**config.mk**
```make
export PLATFORM = sky130hd
export DESIGN_NAME = segment_text_encoder
export DESIGN_NICKNAME = d
export VERILOG_FILES = /design/src/rtl/ste_pkg.sv /design/src/rtl/segment_text_encoder.sv /design/src/rtl/ste_front.sv /design/src/rtl/ste_queue.sv /design/src/rtl/ste_back.sv
export SDC_FILE = /design/constraint.sdc
export NUM_CORES = 1
export LEC_CHECK = 0
export ABC_AREA = 0
export BUFFER_PORTS_ARGS = -buffer_cell sky130_fd_sc_hd__buf_4
export CORE_MARGIN = 1
export CORE_UTILIZATION = 30
export DETAILED_ROUTE_END_ITERATION = 8
export GPL_TIMING_DRIVEN = 0
export PLACE_DENSITY = 0.53
export SETUP_SLACK_MARGIN = 0.15
export SYNTH_ARGS = -nofsm -noshare
export SYNTH_HDL_FRONTEND = slang
export SYNTH_SLANG_ARGS = --single-unit
```
**constraint.sdc**
```tcl
create_clock -name clk -period 3.3 [get_ports clk]
set_input_delay 0.66 -clock clk [delete_from_list [all_inputs] [get_ports clk]]
set_output_delay 0.66 -clock clk [all_outputs]
set_load 0.02 [all_outputs]
```
**src/rtl/ste_pkg.sv**
```systemverilog
// Shared definitions for the segment text encoder: display size, command
// kinds passed from the front end to the back end, and the glyph tables.
// No dependencies.
`timescale 1ns / 1ps

package ste_pkg;

  localparam int NUM_DIGITS = 8;
  localparam int POS_W      = $clog2(NUM_DIGITS + 1);

  // Command kinds produced by the character classifier.
  localparam logic [2:0] KIND_TAKE  = 3'd0;
  localparam logic [2:0] KIND_DOT   = 3'd1;
  localparam logic [2:0] KIND_COLON = 3'd2;
  localparam logic [2:0] KIND_PCT   = 3'd3;
  localparam logic [2:0] KIND_END   = 3'd4;

  // Character codes with special meaning.
  localparam logic [7:0] CHAR_DOT     = 8'd46;
  localparam logic [7:0] CHAR_COLON   = 8'd58;
  localparam logic [7:0] CHAR_PERCENT = 8'd37;
  localparam logic [7:0] CHAR_STAR    = 8'd42;
  localparam logic [7:0] CHAR_MINUS   = 8'd45;
  localparam logic [7:0] CHAR_QUOTE   = 8'd34;
  localparam logic [7:0] CHAR_SLASH   = 8'd47;
  localparam logic [7:0] CHAR_EQUAL   = 8'd61;
  localparam logic [7:0] CHAR_ZERO    = 8'd48;
  localparam logic [7:0] CHAR_NINE    = 8'd57;
  localparam logic [7:0] CHAR_SIGN_LO = 8'd65;
  localparam logic [7:0] CHAR_SIGN_HI = 8'd125;

  localparam logic [7:0] GLYPH_STAR      = 8'hF0;
  localparam logic [7:0] GLYPH_MINUS     = 8'h80;
  localparam logic [7:0] GLYPH_QUOTE     = 8'h50;
  localparam logic [7:0] GLYPH_SLASH     = 8'h12;
  localparam logic [7:0] GLYPH_EQUAL     = 8'hA0;
  localparam logic [7:0] GLYPH_PCT_LEFT  = 8'hF0;
  localparam logic [7:0] GLYPH_PCT_RIGHT = 8'hCE;

  typedef struct packed {
    logic [2:0] kind;
    logic [7:0] glyph;
  } cmd_t;

  function automatic logic [7:0] digit_glyph(input logic [3:0] idx);
    logic [7:0] g;
    case (idx)
      4'd0:    g = 8'h7E;
      4'd1:    g = 8'h12;
      4'd2:    g = 8'hBC;
      4'd3:    g = 8'hB6;
      4'd4:    g = 8'hD2;
      4'd5:    g = 8'hE6;
      4'd6:    g = 8'hEE;
      4'd7:    g = 8'h32;
      4'd8:    g = 8'hFE;
      4'd9:    g = 8'hF6;
      default: g = 8'h00;
    endcase
    return g;
  endfunction

  // Letters and signs, indexed from 'A'.
  function automatic logic [7:0] sign_glyph(input logic [5:0] idx);
    logic [7:0] g;
    case (idx)
      6'd0:  g = 8'hFA; 6'd1:  g = 8'hFE; 6'd2:  g = 8'h6C; 6'd3:  g = 8'h7E;
      6'd4:  g = 8'hEC; 6'd5:  g = 8'hE8; 6'd6:  g = 8'hEE; 6'd7:  g = 8'hDA;
      6'd8:  g = 8'h48; 6'd9:  g = 8'h3E; 6'd11: g = 8'h4C; 6'd13: g = 8'h7A;
      6'd14: g = 8'h7E; 6'd15: g = 8'hF8; 6'd17: g = 8'h68; 6'd18: g = 8'hE6;
      6'd19: g = 8'hCC; 6'd20: g = 8'h5E; 6'd24: g = 8'hD6; 6'd26: g = 8'h6C;
      6'd27: g = 8'h18; 6'd28: g = 8'h36; 6'd29: g = 8'h70; 6'd30: g = 8'h04;
      6'd32: g = 8'hFA; 6'd33: g = 8'hCE; 6'd34: g = 8'h8C; 6'd35: g = 8'h9E;
      6'd36: g = 8'hEC; 6'd37: g = 8'hE8; 6'd38: g = 8'hF6; 6'd39: g = 8'hCA;
      6'd40: g = 8'h08; 6'd41: g = 8'h3E; 6'd43: g = 8'h48; 6'd45: g = 8'h8A;
      6'd46: g = 8'h8E; 6'd47: g = 8'hF8; 6'd48: g = 8'hF2; 6'd49: g = 8'h88;
      6'd50: g = 8'hE6; 6'd51: g = 8'hCC; 6'd52: g = 8'h0E; 6'd56: g = 8'hD6;
      6'd59: g = 8'h48;
      default: g = 8'h00;
    endcase
    return g;
  endfunction

endpackage

```
**src/rtl/segment_text_encoder.sv**
```systemverilog
// Top level of the seven-segment text encoder: joins the classifying front
// end, the command queue and the back end. Depends on ste_pkg and the three
// ste_ submodules.
`timescale 1ns / 1ps

// The encoder turns a stream of text characters into one 8-bit segment code
// per display position, for a display of NUM_DIGITS positions (ste_pkg).
// Each input request carries a character in s_axis_tdata, or, with
// s_axis_tuser high, an end-of-text marker. Bit 0 of every segment code is
// the decimal point: a '.' sets the dot of the previous position, a ':' sets
// it and also the dot of the following position, and a '%' fills two
// positions. Because a following dot may still change it, the most recent
// position is held back and only emitted when the next position-taking
// character or the end marker arrives; the end marker flushes it, fills the
// remaining positions with blanks (a pending colon dot lands on the first
// blank), marks the final result with m_axis_tlast and returns the encoder
// to its reset state. Unknown characters give a blank position and positions
// beyond the display are dropped. Throughput: the front end classifies one
// character per cycle into a two-entry queue while the queue is not full;
// the back end, which owns the single result register, carries out a '%' by
// first flushing the held position and then emitting the left half, and an
// end marker by emitting the remaining positions, one position per cycle as
// long as each result is taken. While a result waits on m_axis_tready the
// back end stalls, but the queue still lets further requests be taken.
module segment_text_encoder import ste_pkg::*; (
  input  logic        clk,
  input  logic        rst,
  input  logic        s_axis_tvalid,
  output logic        s_axis_tready,
  input  logic [7:0]  s_axis_tdata,   // [7:0] char_code
  input  logic        s_axis_tuser,   // [0] operation (1 = end of text)
  output logic        m_axis_tvalid,
  input  logic        m_axis_tready,
  output logic [15:0] m_axis_tdata,   // [2:0] digit_index, [10:3] segments, rest zero
  output logic        m_axis_tlast    // last position of an end-of-text flush
);

  logic       push;
  cmd_t       push_cmd;
  logic       queue_full;
  logic       pop;
  logic       head_valid;
  cmd_t       head_cmd;
  logic [2:0] digit_index;
  logic [7:0] segments;

  ste_front u_front (
    .in_valid   (s_axis_tvalid),
    .in_ready   (s_axis_tready),
    .in_end     (s_axis_tuser),
    .in_char    (s_axis_tdata),
    .push       (push),
    .push_cmd   (push_cmd),
    .queue_full (queue_full)
  );

  ste_queue u_queue (
    .clk        (clk),
    .rst        (rst),
    .push       (push),
    .push_cmd   (push_cmd),
    .full       (queue_full),
    .pop        (pop),
    .head_valid (head_valid),
    .head_cmd   (head_cmd)
  );

  ste_back u_back (
    .clk          (clk),
    .rst          (rst),
    .head_valid   (head_valid),
    .head_cmd     (head_cmd),
    .pop          (pop),
    .out_valid    (m_axis_tvalid),
    .out_ready    (m_axis_tready),
    .out_index    (digit_index),
    .out_segments (segments),
    .out_last     (m_axis_tlast)
  );

  assign m_axis_tdata = {5'd0, segments, digit_index};

endmodule

```
**src/rtl/ste_front.sv**
```systemverilog
// Front end of the segment text encoder: classifies each incoming request
// into a command and pushes it into the command queue. Depends on ste_pkg.
`timescale 1ns / 1ps

module ste_front import ste_pkg::*; (
  input  logic       in_valid,
  output logic       in_ready,
  input  logic       in_end,
  input  logic [7:0] in_char,
  output logic       push,
  output cmd_t       push_cmd,
  input  logic       queue_full
);

  logic [5:0] sign_off;
  logic [3:0] digit_off;

  assign in_ready  = !queue_full;
  assign push      = in_valid && !queue_full;
  assign sign_off  = 6'(in_char - CHAR_SIGN_LO);
  assign digit_off = 4'(in_char - CHAR_ZERO);

  always_comb begin
    push_cmd.kind  = KIND_TAKE;
    push_cmd.glyph = 8'h00;
    if (in_end) begin
      push_cmd.kind = KIND_END;
    end else begin
      case (in_char) inside
        [CHAR_ZERO:CHAR_NINE]:       push_cmd.glyph = digit_glyph(digit_off);
        [CHAR_SIGN_LO:CHAR_SIGN_HI]: push_cmd.glyph = sign_glyph(sign_off);
        CHAR_DOT:     push_cmd.kind  = KIND_DOT;
        CHAR_COLON:   push_cmd.kind  = KIND_COLON;
        CHAR_PERCENT: push_cmd.kind  = KIND_PCT;
        CHAR_STAR:    push_cmd.glyph = GLYPH_STAR;
        CHAR_MINUS:   push_cmd.glyph = GLYPH_MINUS;
        CHAR_QUOTE:   push_cmd.glyph = GLYPH_QUOTE;
        CHAR_SLASH:   push_cmd.glyph = GLYPH_SLASH;
        CHAR_EQUAL:   push_cmd.glyph = GLYPH_EQUAL;
        default:      push_cmd.glyph = 8'h00;
      endcase
    end
  end

endmodule

```
**src/rtl/ste_queue.sv**
```systemverilog
// Two-entry command queue between the front end and the back end of the
// segment text encoder. Depends on ste_pkg for the command type.
`timescale 1ns / 1ps

module ste_queue import ste_pkg::*; (
  input  logic clk,
  input  logic rst,
  input  logic push,
  input  cmd_t push_cmd,
  output logic full,
  input  logic pop,
  output logic head_valid,
  output cmd_t head_cmd
);

  cmd_t       entry [2];
  logic       wr_ptr;
  logic       rd_ptr;
  logic [1:0] count;
  logic       do_pop;

  assign full       = (count == 2'd2);
  assign head_valid = (count != 2'd0);
  assign head_cmd   = entry[rd_ptr];
  assign do_pop     = pop && head_valid;

  always_ff @(posedge clk) begin
    if (push) begin
      entry[wr_ptr] <= push_cmd;
    end
  end

  always_ff @(posedge clk) begin
    if (rst) begin
      wr_ptr <= 1'b0;
      rd_ptr <= 1'b0;
      count  <= 2'd0;
    end else begin
      if (push) begin
        wr_ptr <= !wr_ptr;
      end
      if (do_pop) begin
        rd_ptr <= !rd_ptr;
      end
      if (push && !do_pop) begin
        count <= count + 2'd1;
      end else if (do_pop && !push) begin
        count <= count - 2'd1;
      end
    end
  end

endmodule

```
**src/rtl/ste_back.sv**
```systemverilog
// Back end of the segment text encoder: holds the display state, carries out
// queued commands and drives the registered result stage. Depends on ste_pkg.
`timescale 1ns / 1ps

module ste_back import ste_pkg::*; (
  input  logic       clk,
  input  logic       rst,
  input  logic       head_valid,
  input  cmd_t       head_cmd,
  output logic       pop,
  output logic       out_valid,
  input  logic       out_ready,
  output logic [2:0] out_index,
  output logic [7:0] out_segments,
  output logic       out_last
);

  localparam logic [POS_W-1:0] POS_FULL = POS_W'(NUM_DIGITS);
  localparam logic [POS_W-1:0] POS_LAST = POS_W'(NUM_DIGITS - 1);
  localparam logic [POS_W-1:0] POS_ONE  = POS_W'(1);

  logic [7:0]       held_code;
  logic [7:0]       held_code_next;
  logic             held_valid;
  logic             held_valid_next;
  logic [POS_W-1:0] position;
  logic [POS_W-1:0] position_next;
  logic             colon_pending;
  logic             colon_pending_next;
  logic             pct_half;
  logic             pct_half_next;

  logic             go;
  logic             emit;
  logic [7:0]       emit_code;
  logic             emit_last;
  logic             pos_full;

  assign go       = head_valid && (!out_valid || out_ready);
  assign pos_full = (position == POS_FULL);

  always_comb begin
    held_code_next     = held_code;
    held_valid_next    = held_valid;
    position_next      = position;
    colon_pending_next = colon_pending;
    pct_half_next      = pct_half;
    emit               = 1'b0;
    emit_code          = held_code;
    emit_last          = 1'b0;
    pop                = 1'b0;
    if (go) begin
      unique case (head_cmd.kind)
        KIND_TAKE: begin
          if (held_valid && !pos_full) begin
            emit          = 1'b1;
            position_next = position + POS_ONE;
          end
          held_code_next     = head_cmd.glyph | {7'd0, colon_pending};
          held_valid_next    = 1'b1;
          colon_pending_next = 1'b0;
          pop                = 1'b1;
        end
        KIND_DOT: begin
          if (held_valid) begin
            held_code_next[0] = 1'b1;
          end
          pop = 1'b1;
        end
        KIND_COLON: begin
          if (held_valid) begin
            held_code_next[0] = 1'b1;
          end
          colon_pending_next = 1'b1;
          pop                = 1'b1;
        end
        KIND_PCT: begin
          if (!pct_half) begin
            // First half: flush the held position.
            if (held_valid && !pos_full) begin
              emit          = 1'b1;
              position_next = position + POS_ONE;
            end
            held_valid_next = 1'b0;
            pct_half_next   = 1'b1;
          end else begin
            // Second half: emit the left glyph, hold the right one.
            if (!pos_full) begin
              emit          = 1'b1;
              emit_code     = GLYPH_PCT_LEFT;
              position_next = position + POS_ONE;
            end
            held_code_next     = GLYPH_PCT_RIGHT | {7'd0, colon_pending};
            held_valid_next    = 1'b1;
            colon_pending_next = 1'b0;
            pct_half_next      = 1'b0;
            pop                = 1'b1;
          end
        end
        KIND_END: begin
          if (!pos_full) begin
            emit      = 1'b1;
            emit_code = held_valid ? held_code : {7'd0, colon_pending};
            emit_last = (position == POS_LAST);
            if (held_valid) begin
              held_valid_next = 1'b0;
            end else begin
              colon_pending_next = 1'b0;
            end
            position_next = position + POS_ONE;
          end
          if (pos_full || position == POS_LAST) begin
            pop                = 1'b1;
            held_code_next     = 8'h00;
            held_valid_next    = 1'b0;
            position_next      = '0;
            colon_pending_next = 1'b0;
          end
        end
        default: begin
          pop = 1'b1;
        end
      endcase
    end
  end

  always_ff @(posedge clk) begin
    if (rst) begin
      held_code     <= 8'h00;
      held_valid    <= 1'b0;
      position      <= '0;
      colon_pending <= 1'b0;
      pct_half      <= 1'b0;
      out_valid     <= 1'b0;
    end else begin
      held_code     <= held_code_next;
      held_valid    <= held_valid_next;
      position      <= position_next;
      colon_pending <= colon_pending_next;
      pct_half      <= pct_half_next;
      if (emit) begin
        out_valid <= 1'b1;
      end else if (out_ready) begin
        out_valid <= 1'b0;
      end
    end
  end

  always_ff @(posedge clk) begin
    if (emit) begin
      out_index    <= 3'(position);
      out_segments <= emit_code;
      out_last     <= emit_last;
    end
  end

endmodule

```
Yosys cells after proc, flatten, opt, wreduce, memory -nomap -nowiden. Memories as Yosys holds them, arrays and structs flattened. A register that Yosys moved wholly into a read port is not among the register bits. Cells that the tools add are included.

Flip-flop bits (word level): 32. Input port bits: 13. Memories: 3. Bits in writable memories: 22. Bits in read-only memories: 560.

Memories: (name not given) (depth 64, width 7, rd ports 1, clocked after Yosys merged registers in 0, write ports 0, RTL line ste_pkg.sv:66) `case (idx)`; (name not given) (depth 16, width 7, rd ports 1, clocked after Yosys merged registers in 0, write ports 0, RTL line ste_pkg.sv:47) `case (idx)`; u_queue.entry (depth 2, width 11, rd ports 1, clocked after Yosys merged registers in 1, write ports 1, RTL line ste_queue.sv:16) `cmd_t entry [2];`.

$add $sub $neg: 5. Reductions and logical operators: 32. Bitwise operators: 3. Order comparisons: 4. Muxes and demuxes: 59. Equal/unequal tests: 20.

Operators with widths (count): 2-to-1 mux 8 bit (18); == test 8 x 6 -> 1 bit (second input constant) (8); 2-to-1 mux 1 bit (21); one-hot mux 7 bit (3 select lines) (1); 2-to-1 mux 4 bit (4); one-hot mux 8 bit (2 select lines) (1); 2-to-1 mux 3 bit (5); one-hot mux 4 bit (3 select lines) (1); AND reduction 5 bit (2); greater-or-equal comparator 8 x 6 -> 1 bit (second input constant) (1); greater-or-equal comparator 8 x 7 -> 1 bit (second input constant) (1); <= comparator 8 x 6 -> 1 bit (second input constant) (1); <= comparator 8 x 7 -> 1 bit (second input constant) (1); logical AND 1 bit (8); OR 8 x 1 -> 8 bit (1); one-hot mux 1 bit (4 select lines) (2); nonzero test 4 bit (2); logical NOT 1 bit (7); == test 3 x 2 -> 1 bit (second input constant) (2); 2-to-1 mux 2 bit (3); != test 2 x 1 -> 1 bit (second input constant) (3); != test 3 bit (second input constant) (2); one-hot mux 1 bit (3 select lines) (2); nonzero test 2 bit (3); other kinds (20) (23).

Depth between registers and ports, before layout.
Depth after elaboration: 12. Gate-level depth with buffers: 11.

Modules after synthesis. From an unflattened synthesis, not the netlist that was laid out.

Cell total of the unflattened synthesis: 440. Area total of the unflattened synthesis: 4031.4 um^2.

By module, submodules not included: ste_back (seq. area each 680.7 um^2, area an instance 1545.2 um^2, cells each 155, times used 1); ste_front (seq. area each 0.0 um^2, area an instance 1443.9 um^2, cells each 223, times used 1); ste_queue (seq. area each 760.7 um^2, area an instance 1001.0 um^2, cells each 56, times used 1); segment_text_encoder (seq. area each 0.0 um^2, area an instance 41.3 um^2, cells each 6, times used 1).

Worst setup path after synthesis. Ideal clock, no wire load.

Kind: input-to-reg. From: input port s_axis_tdata[0]. To: memory u_queue.entry[0][1] (netlist name), data pin. Cell stages on the path: 10. Path slack: 265 ps. Arrival time: 2776 ps. Buffers on the path: 2. Library setup time: 259 ps. Data required time: 3041 ps. Cells stage by stage: buf_2 -> inv_1 -> ha_1 -> ha_1 -> clkbuf_1 -> a211oi_1 -> a211o_1 -> a221oi_1 -> a31oi_1 -> a31o_1.

RTL lines: start: declaration (RTL line segment_text_encoder.sv:30) `input logic [7:0] s_axis_tdata,`; end: declaration (RTL line ste_queue.sv:16).

==> impl_metrics.env <==
export IMPL_post_route_util_pct=35.8
export IMPL_drv_cap=0
export IMPL_swShare_pct=37.3
export IMPL_place_gp_congestion=0.922
export IMPL_initial_core_util_pct=30.9
export IMPL_die_w_um=116
export IMPL_fin_ws_ns=0.315
export IMPL_crit_required_ns=3.33
export IMPL_ys_seq_area_share_pct=35.3
export IMPL_clockPowerShare_pct=20.4
export IMPL_h_tree_depth=2
export IMPL_p_leak_nw=1.66
export IMPL_ys_flop_type="edfxtp_1"
export IMPL_synthDistinctLibCells=79
export IMPL_detailed_place_hpwl_um=7460
export IMPL_via_count=3481
export IMPL_post_place_cells=641
export IMPL_ys_async_sr_fraction_pct=0
export IMPL_power_density_nw_per_um2=539
export IMPL_layoutNonFillerInstCount=650
export IMPL_total_power_mw=2.44
export IMPL_rows=41
export IMPL_crit_arrival_ns=3.02
export IMPL_syn_to_final_growth_pct=15.9
export IMPL_yosys_area_top_type="edfxtp_1"
export IMPL_synth_seq_cells=53
export IMPL_cts_buffers=5
export IMPL_cts_hold_buf=0
export IMPL_max_slew_margin_pct=37.7
export IMPL_cp_max_fo=10
export IMPL_grt_max_degree=17
export IMPL_clk_latency_ns=0.28
export IMPL_hold_class="register to register"
export IMPL_slew_violations=0
export IMPL_cts_sinks=53
export IMPL_syn_area_um2=3910
export IMPL_io_buffer_count=26
export IMPL_crit_type="input port to register"
export IMPL_dieArea_um2=13500
export IMPL_p_seq_share_pct=36.8
export IMPL_synth_edf_count=32
export IMPL_cts_root_buf="clkbuf_16"
export IMPL_yosys_area_top_type_share_pct=24.6
export IMPL_peakVddDrop_mv=0.230
export IMPL_fmax_ghz=0.335
export IMPL_clk_pin_slew_worst_paths_ns=0.06
export IMPL_antenna_found_initial=0
export IMPL_worst_slew_pin_slew_ns=0.931
export IMPL_rsz0062_at_grt="false"
export IMPL_avgSynthCellArea_um2=8.92
export IMPL_syn_inst=439
export IMPL_coreArea_um2=12700
export IMPL_hold_violations=0
export IMPL_vias_per_cell=5.36
export IMPL_finalWirelength_um=10000
export IMPL_endpoint_kind="register"
export IMPL_tritoncts="yes"
export IMPL_fin_crit_sh_pct=90.4
export IMPL_status="finished, final reports clean"
export IMPL_synth_area_leaders="edfxtp_1 25%, dfxtp_1 11%, nor2_1 4.3%"
export IMPL_grt_overflow=0
export IMPL_start_kind="input port"
export IMPL_cts_buffer_depth=2
export IMPL_yosys_warnings=0
export IMPL_dp_slack_ns=-0.377
export IMPL_drt_iter0_markers=244
export IMPL_antenna_left=0
export IMPL_grt_usage_pct=15.7
export IMPL_post_route_min_period_ns=2.98
export IMPL_drt_pass1_iter_count=5
export IMPL_die_h_um=116
export IMPL_report_final_setup_viol=0
export IMPL_p_int_mw=1.53
export IMPL_hold_ws_ns=0.495
export IMPL_finClkSkew_ns=0.00314
export IMPL_grt_pass1_vias=3337
export IMPL_grt_pass1_wl_um=16800
export IMPL_pin_count=32
export IMPL_layout_drive_gt1_share_pct=19.9
export IMPL_comb_power_share_pct=42.8
export IMPL_final_nets=502
export IMPL_diodes=0
export IMPL_drc=0
export IMPL_p_switching_mw=0.911
export IMPL_wl_per_cell_um=15.5
-- placed cells by master, fill, tap and decap left out, types with 4 or more instances in the layout --
| cell type | n |
|---|---|
| o21a_1 | 6 |
| nor2_1 | 45 |
| a211oi_1 | 11 |
| buf_6 | 5 |
| clkbuf_16 | 5 |
| and2_1 | 5 |
| nor2b_1 | 5 |
| a21oi_1 | 30 |
| mux2_2 | 8 |
| xor2_1 | 7 |
| clkbuf_1 | 11 |
| ha_1 | 11 |
| o21ai_0 | 31 |
| buf_2 | 5 |
| nand3_1 | 10 |
| inv_1 | 12 |
| buf_4 | 36 |
| dfxtp_1 | 21 |
| nand2b_1 | 9 |
| conb_1 | 5 |
| nand2_1 | 39 |
| mux2i_1 | 12 |
| nor3_1 | 9 |
| o211ai_1 | 5 |
| a31oi_1 | 5 |
| or3_1 | 4 |
| edfxtp_1 | 32 |
-- through the flow --
stage | area (µm²) | TNS, ns
after detailed placement | 4340 | -3.84
after global placement | 4340 | -4.04
after CTS | 4510 | 0
after global routing | 4530 | 0
after floorplan | 3930 | 0
final | 4530 | 0
-- critical path, stage by stage --
cell and delay (ns):
buf_4 0.11, clkbuf_4 0.23, clkinvlp_4 0.14, ha_1 0.25, ha_2 0.40, clkbuf_4 0.23, a211oi_1 0.09, a211o_1 0.29
a221oi_2 0.25, a31oi_1 0.09, a31o_1 0.27
-- power by group through the flow --
stage               Sequential (mW)  Clock [mW]  Combinational, mW
floorplan                     0.934           0              0.759
global placement              0.910           0               1.03
detailed placement            0.914           0               1.03
CTS                           0.901       0.515               1.04
global route                  0.914       0.545               1.17
finish                        0.899       0.499               1.05
-- state kept, by name, summed over array words and instances, names as in the netlist, named ones only --
register	flops
u_queue.wr_ptr	1
u_back.out_index	3
u_back.out_valid	1
u_queue.count	2
u_queue.entry	20
u_queue.rd_ptr	1
u_back.held_code	8
u_back.colon_pending	1
u_back.out_last	1
u_back.pct_half	1
u_back.out_segments	8
u_back.position	4
u_back.held_valid	1
-- layout make-up --
type	instances	area (µm²)
repair buffers	27	203
fillers	1346	8140
plain buffers	35	229
inverters	14	56.3
well taps	172	215
multi-input cells	341	2310
clock buffers	6	129
clock inverters	2	15.0
flip-flops and latches	53	1380
-- routing by layer --
metal	vias up	wire length, µm	global-route usage, %
met4	0	235	6.32
met5	-	0	0
met3	19	627	1.76
met1	1602	4350	20.1
li1	1691	-	-
met2	169	4830	26.7
-- synth_stat cells, drive strengths merged, types with 2 or more instances --
| master | count |
|---|---|
| buf | 23 |
| a211oi | 11 |
| a32oi | 3 |
| o31ai | 3 |
| a2111oi | 2 |
| dfxtp | 21 |
| o2111ai | 2 |
| a21oi | 33 |
| o21ai | 34 |
| nor2 | 45 |
| o22ai | 2 |
| xnor2 | 6 |
| mux2i | 13 |
| nand4 | 3 |
| or4 | 2 |
| nor2b | 6 |
| nand2 | 40 |
| a32o | 2 |
| nor4b | 2 |
| nand3b | 3 |
| o21a | 6 |
| ha | 12 |
| xor2 | 7 |
| and2 | 6 |
| o311ai | 3 |
| o221ai | 3 |
| edfxtp | 32 |
| inv | 14 |
| clkbuf | 12 |
| nor3 | 12 |
| mux2 | 11 |
| nand3 | 13 |
| nor3b | 2 |
| and3 | 2 |
| o211ai | 6 |
| a221oi | 4 |
| a21boi | 2 |
| a31oi | 5 |
| or3 | 4 |
| o32ai | 3 |
| nand2b | 9 |
-- what timing repair did --
action	4_1_cts	5_1_grt
gates resized for setup	4	9
setup buffers	1	0
endpoints found under the setup margin	14	10
-- final timing paths --
check	startpoint	slack [ns]	cells after the start	end
worst min-delay path	u_back.held_code[0]	0.50	2	u_back.held_code[0]
worst max register to register	register	0.97	8	u_back.out_segments[1]
worst min register to register	u_back.held_code[0]	0.50	2	u_back.held_code[0]
worst max-delay path	s_axis_tdata[0]	0.32	11	u_queue.entry[0][1]
-- cells by family (layout without fill, tap and decap cells) --
family / Yosys count / after routing / synth area share (%)
XOR/XNOR: 13 / 13 / 3.29
adder cells (fa/ha/maj): 12 / 12 / 3.84
buffers and inverters: 49 / 84 / 7.00
AND/OR/NAND/NOR: 152 / 152 / 19.7
flip-flops: 53 / 53 / 35.3
multiplexers: 24 / 24 / 6.87
other: 1 / 5 / 0.0958
AO/OA/AOI/OAI: 135 / 135 / 23.9
No activity file was read; power rests on OpenSTA's default activity.
